--- src/hdl/rtc_pkg.sv ---
// Shared constants, beat types and helpers for the RGB tone curve core.
package rtc_pkg;

    localparam int TABLE_SIZE = 1024;
    localparam int NUM_LANES  = 3;
    localparam int CH_W       = 17;
    localparam int FRAC_W     = 16;
    localparam int IDX_W      = 10;
    localparam int AW         = $clog2(TABLE_SIZE);
    localparam int POS_W      = CH_W + AW;
    localparam int DIFF_W     = CH_W + 1;
    localparam int PROD_W     = DIFF_W + FRAC_W + 1;

    typedef logic [CH_W-1:0] chan_t;
    typedef logic [AW-1:0]   addr_t;
    typedef logic [NUM_LANES-1:0][CH_W-1:0] lane_res_t;

    localparam chan_t ONE_Q16    = CH_W'(65536);
    localparam addr_t LAST_ENTRY = AW'(TABLE_SIZE - 1);

    localparam logic FUNC_WRITE = 1'b0;
    localparam logic FUNC_PIXEL = 1'b1;

    localparam logic [1:0] SEL_RED   = 2'd0;
    localparam logic [1:0] SEL_GREEN = 2'd1;
    localparam logic [1:0] SEL_BLUE  = 2'd2;

    localparam logic [1:0] LANE_SEL [NUM_LANES] = '{SEL_RED, SEL_GREEN, SEL_BLUE};

    typedef struct packed {
        logic             func;
        logic [1:0]       table_select;
        logic [IDX_W-1:0] table_index;
        chan_t            table_value;
        chan_t            red_in;
        chan_t            green_in;
        chan_t            blue_in;
        chan_t            alpha_in;
    } in_beat_t;

    typedef struct packed {
        chan_t red_out;
        chan_t green_out;
        chan_t blue_out;
        chan_t alpha_out;
    } out_beat_t;

    typedef struct packed {
        logic load;
        logic read;
        logic mult;
        logic wr_en;
    } lane_ctl_t;

    function automatic chan_t sat_one(input chan_t x);
        return (x > ONE_Q16) ? ONE_Q16 : x;
    endfunction

endpackage

--- src/hdl/rtc_merge.sv ---
// Merge stage: combines lane results with alpha and bypass into a skid-buffered output.
module rtc_merge (
    input  logic               aclk,
    input  logic               aresetn,
    input  logic               push,
    input  logic               bypass,
    input  rtc_pkg::lane_res_t lane_res,
    input  rtc_pkg::out_beat_t raw,
    output logic               in_ready,
    output logic               m_valid,
    input  logic               m_ready,
    output rtc_pkg::out_beat_t m_data
);

    rtc_pkg::out_beat_t beat;
    rtc_pkg::out_beat_t out_reg;
    rtc_pkg::out_beat_t out_next;
    rtc_pkg::out_beat_t skid_reg;
    rtc_pkg::out_beat_t skid_next;
    logic               out_valid_reg;
    logic               out_valid_next;
    logic               skid_valid_reg;
    logic               skid_valid_next;

    always_comb begin
        if (bypass) begin
            beat = raw;
        end else begin
            beat.red_out   = lane_res[0];
            beat.green_out = lane_res[1];
            beat.blue_out  = lane_res[2];
            beat.alpha_out = raw.alpha_out;
        end
    end

    always_comb begin
        out_next        = out_reg;
        out_valid_next  = out_valid_reg;
        skid_next       = skid_reg;
        skid_valid_next = skid_valid_reg;
        if (!out_valid_reg || m_ready) begin
            if (skid_valid_reg) begin
                out_next        = skid_reg;
                out_valid_next  = 1'b1;
                skid_valid_next = 1'b0;
            end else begin
                out_next       = beat;
                out_valid_next = push;
            end
        end else if (push) begin
            skid_next       = beat;
            skid_valid_next = 1'b1;
        end
    end

    always_ff @(posedge aclk) begin
        if (!aresetn) begin
            out_valid_reg  <= 1'b0;
            skid_valid_reg <= 1'b0;
        end else begin
            out_valid_reg  <= out_valid_next;
            skid_valid_reg <= skid_valid_next;
        end
    end

    always_ff @(posedge aclk) begin
        out_reg  <= out_next;
        skid_reg <= skid_next;
    end

    assign in_ready = !skid_valid_reg;
    assign m_valid  = out_valid_reg;
    assign m_data   = out_reg;

endmodule

--- config.mk ---
export PLATFORM = sky130hd
export DESIGN_NAME = rtc_merge
export DESIGN_NICKNAME = d
export VERILOG_FILES = /design/src/hdl/rtc_pkg.sv /design/src/hdl/rtc_merge.sv
export SDC_FILE = /design/constraint.sdc
export NUM_CORES = 1
export LEC_CHECK = 0
export BUFFER_PORTS_ARGS = -buffer_cell sky130_fd_sc_hd__buf_2
export CORE_ASPECT_RATIO = 1.4
export CORE_MARGIN = 5
export CORE_UTILIZATION = 50
export CTS_CLUSTER_DIAMETER = 30
export DETAILED_ROUTE_END_ITERATION = 16
export PLACE_DENSITY = 0.84
export SLEW_MARGIN = 40
export SYNTH_ARGS = -nofsm -noshare
export SYNTH_HDL_FRONTEND = slang
export SYNTH_SLANG_ARGS = --single-unit
--- constraint.sdc ---
create_clock -name aclk -period 11.7 [get_ports aclk]
set_input_delay 1.755 -clock aclk [delete_from_list [all_inputs] [get_ports aclk]]
set_output_delay 1.755 -clock aclk [all_outputs]
set_load 0.02 [all_outputs]
==> results_dict.tcl <==
set metrics [dict create \
    min_path_type "flip-flop to flip-flop" \
    yosys.area.top_type "edfxtp_1" \
    synthSimpleGateAreaFrac_pct 0.3534 \
    wl_met2_mm 6.778 \
    synth_fp_nets 401 \
    area_growth_pct 28.12 \
    path_class "input port to flip-flop" \
    dp_hpwl_mm 8.635 \
    overflow 0 \
    wl_per_cell_um 18.75 \
    cts_hold_buf 0 \
    crit_slowest_cell "buf_4" \
    final_layout_size_suffix_gt1_share_pct 70.79 \
    die_area_um2 14360 \
    grt_max_degree 52 \
    synth_top_area_share_pct 67.84 \
    synth_xor_area_share_pct 0 \
    drv_slew 0 \
    end_kind "flip-flop" \
    path_clk_slew_ns 0.05 \
    cap_violations 0 \
    synth_edf_count 136 \
    cts.sinks 138 \
    cts_resized 0 \
    synth_flop_cell "edfxtp_1" \
    syn_area_um2 6020 \
    synth_fa_ha_area_share_pct 0 \
    ys_seq_elements 138 \
    peakVddDrop_v 0.00009163 \
    ant_nets 0 \
    period_needed_ns 3.377 \
    rsz0062_at_grt "no" \
    cts_tree "done" \
    ctsLongestPathBuffers 2 \
    critPathRequiredTime_ns 11.74 \
    slew_headroom_pct 54.84 \
    cts_buffers 17 \
    die_x_um 102.7 \
    setup_viol 0 \
    ys_types 15 \
    synth.area.mux_share_pct 28.50 \
    post_cts_buffers 0 \
    syn_inst 277 \
    startpoint_type "input port" \
    syn_avg_cell_area_um2 21.73 \
    synth.most_common_cell "edfxtp_1" \
    ys_seq_area_share_pct 68.51 \
    dieHeight_um 139.8 \
    status "complete, no violations" \
    grtUsageTotal_pct 16.93 \
    fmax_mhz 296.2 \
    antenna_found_initial 2 \
    vias 3164 \
    initial_core_util_pct 50.93 \
    netlist_top_cells_area "edfxtp_1 (68%), mux2_4 (25%), mux2_2 (3.6%), buf_8 (0.75%), buf_12 (0.67%)" \
    top_layer_used "met5" \
    max_stage_delay_ns 0.52 \
    wl_mm 12.00 \
    n_antenna_cell 0 \
    clockRootBuffer "clkbuf_16" \
    fin_crit_sh_pct 28.86 \
    grt_pass1_vias 3452 \
    io_pins 194 \
    dr_wl_met3_um 750 \
    synth_commonest_cells "edfxtp_1 (136), mux2_4 (100), mux2_2 (19)" \
    finalNonFillerCells 640 \
    power_density_nw_per_um2 165.9 \
    multi_input_area_um2 1759 \
    place.gp.congestion 0.7551 \
    p_leak_uw 0.003402 \
    htreeDepth 4 \
    rows 47 \
    grt_pass1_wl_mm 18.07 \
    synth-compound-area-share_pct 0.1247 \
    dp.cells 608 \
    setup-tns-final_ns 0 \
    drt-met1-wl_mm 4.221 \
    path_cells "buf_2 -> nand2b_4 -> buf_12 -> nor2_4 -> buf_4" \
    finalPower_uw 1280 \
    drc 0 \
    n_fill_cell 823 \
    async_flop_share_pct 0 \
    drt_iter0_drc 77 \
    via_per_inst 4.944 \
    clk_latency_ns 0.40 \
    nets 604 \
    worstPathArrival_ns 3.41 \
    seqCellArea_um2 4125 \
    cp_max_fo 41 \
    io_buffers 193 \
    ys_warn_count 0 \
    first_pass_iters 4 \
    timing_hold_violations_final 0 \
    synth_top_family_by_area "multiplexers" \
    tightest_slew_ns 0.6774 \
    fin_worst_skew_ns 0.006048 \
    core_area_um2 11820 \
    hold_slack_ns 0.5439 \
]
[worst max-delay path: cells and delay by family]
| kind | cells | cell delay (ns) |
|---|---|---|
| buffers and inverters | 3 | 0.93 |
| and+or+nand+nor | 2 | 0.69 |
[final cells by class]
class,instances,share of cell area (%)
Inverter,2,0.1136
Clock buffer,19,5.613
Clock inverter,13,2.287
Sequential cell,138,53.49
Timing Repair Buffer,197,13.30
Multi-Input combinational cell,124,22.81
Tap cell,147,2.385
[final timing paths]
kind	startpoint	endpoint	slack, ns	cells past startpoint
max	m_ready	skid_reg[12]$_DFFE_PP_	8.32	5
min reg2reg	skid_reg[55]$_DFFE_PP_	m_data[55]$_DFFE_PP_	0.54	1
min	skid_reg[55]$_DFFE_PP_	m_data[55]$_DFFE_PP_	0.54	1
max reg2reg	m_valid$_SDFFE_PN0P_	skid_reg[12]$_DFFE_PP_	9.45	4
[cell usage in the layout (no fill, tap or decap), drive strengths merged]
master    synthesis  layout
buf              13     197
edfxtp          136     136
mux2            119     119
clkbuf            0      19
clkinv            0       8
bufinv            0       4
clkinvlp          0       2
nor2              2       2
dfxtp             2       2
nand2b            1       1
inv               2       1
a21boi            1       1
nor3b             1       1
[report_power, final]
part	leakage, uW	switching, uW	internal (uW)
Clock	0.000294	190	355
Sequential	0.00134	8.98	579
Combinational	0.00177	72.9	74.4
Total	0.00340	272	1010
[layer usage]
layer / GRT usage [%] / up-vias
li1: - / 1496
met1: 17.85 / 1532
met2: 30.94 / 113
met3: 5.058 / 19
met4: 6.344 / 4
met5: 0 / -
[metrics by stage]
stage,cell area [um2],util [%],setup WS (ns)
after floorplan,6020,-,4.756
after global placement,7059,59.72,7.371
after detailed placement,7098,60.05,7.889
after CTS,7707,65.21,8.157
after global routing,7712,65.25,8.199
final,7712,65.25,8.324
[logic make-up (layout without fill, tap and decap cells)]
logic type | count (synthesis) | in the layout
AOI/OAI and AO/OA | 1 | 1
muxes | 119 | 119
buffers and inverters | 15 | 231
DFF | 138 | 138
and+or+nand+nor | 4 | 4
Power figures use the tool's default switching activity.
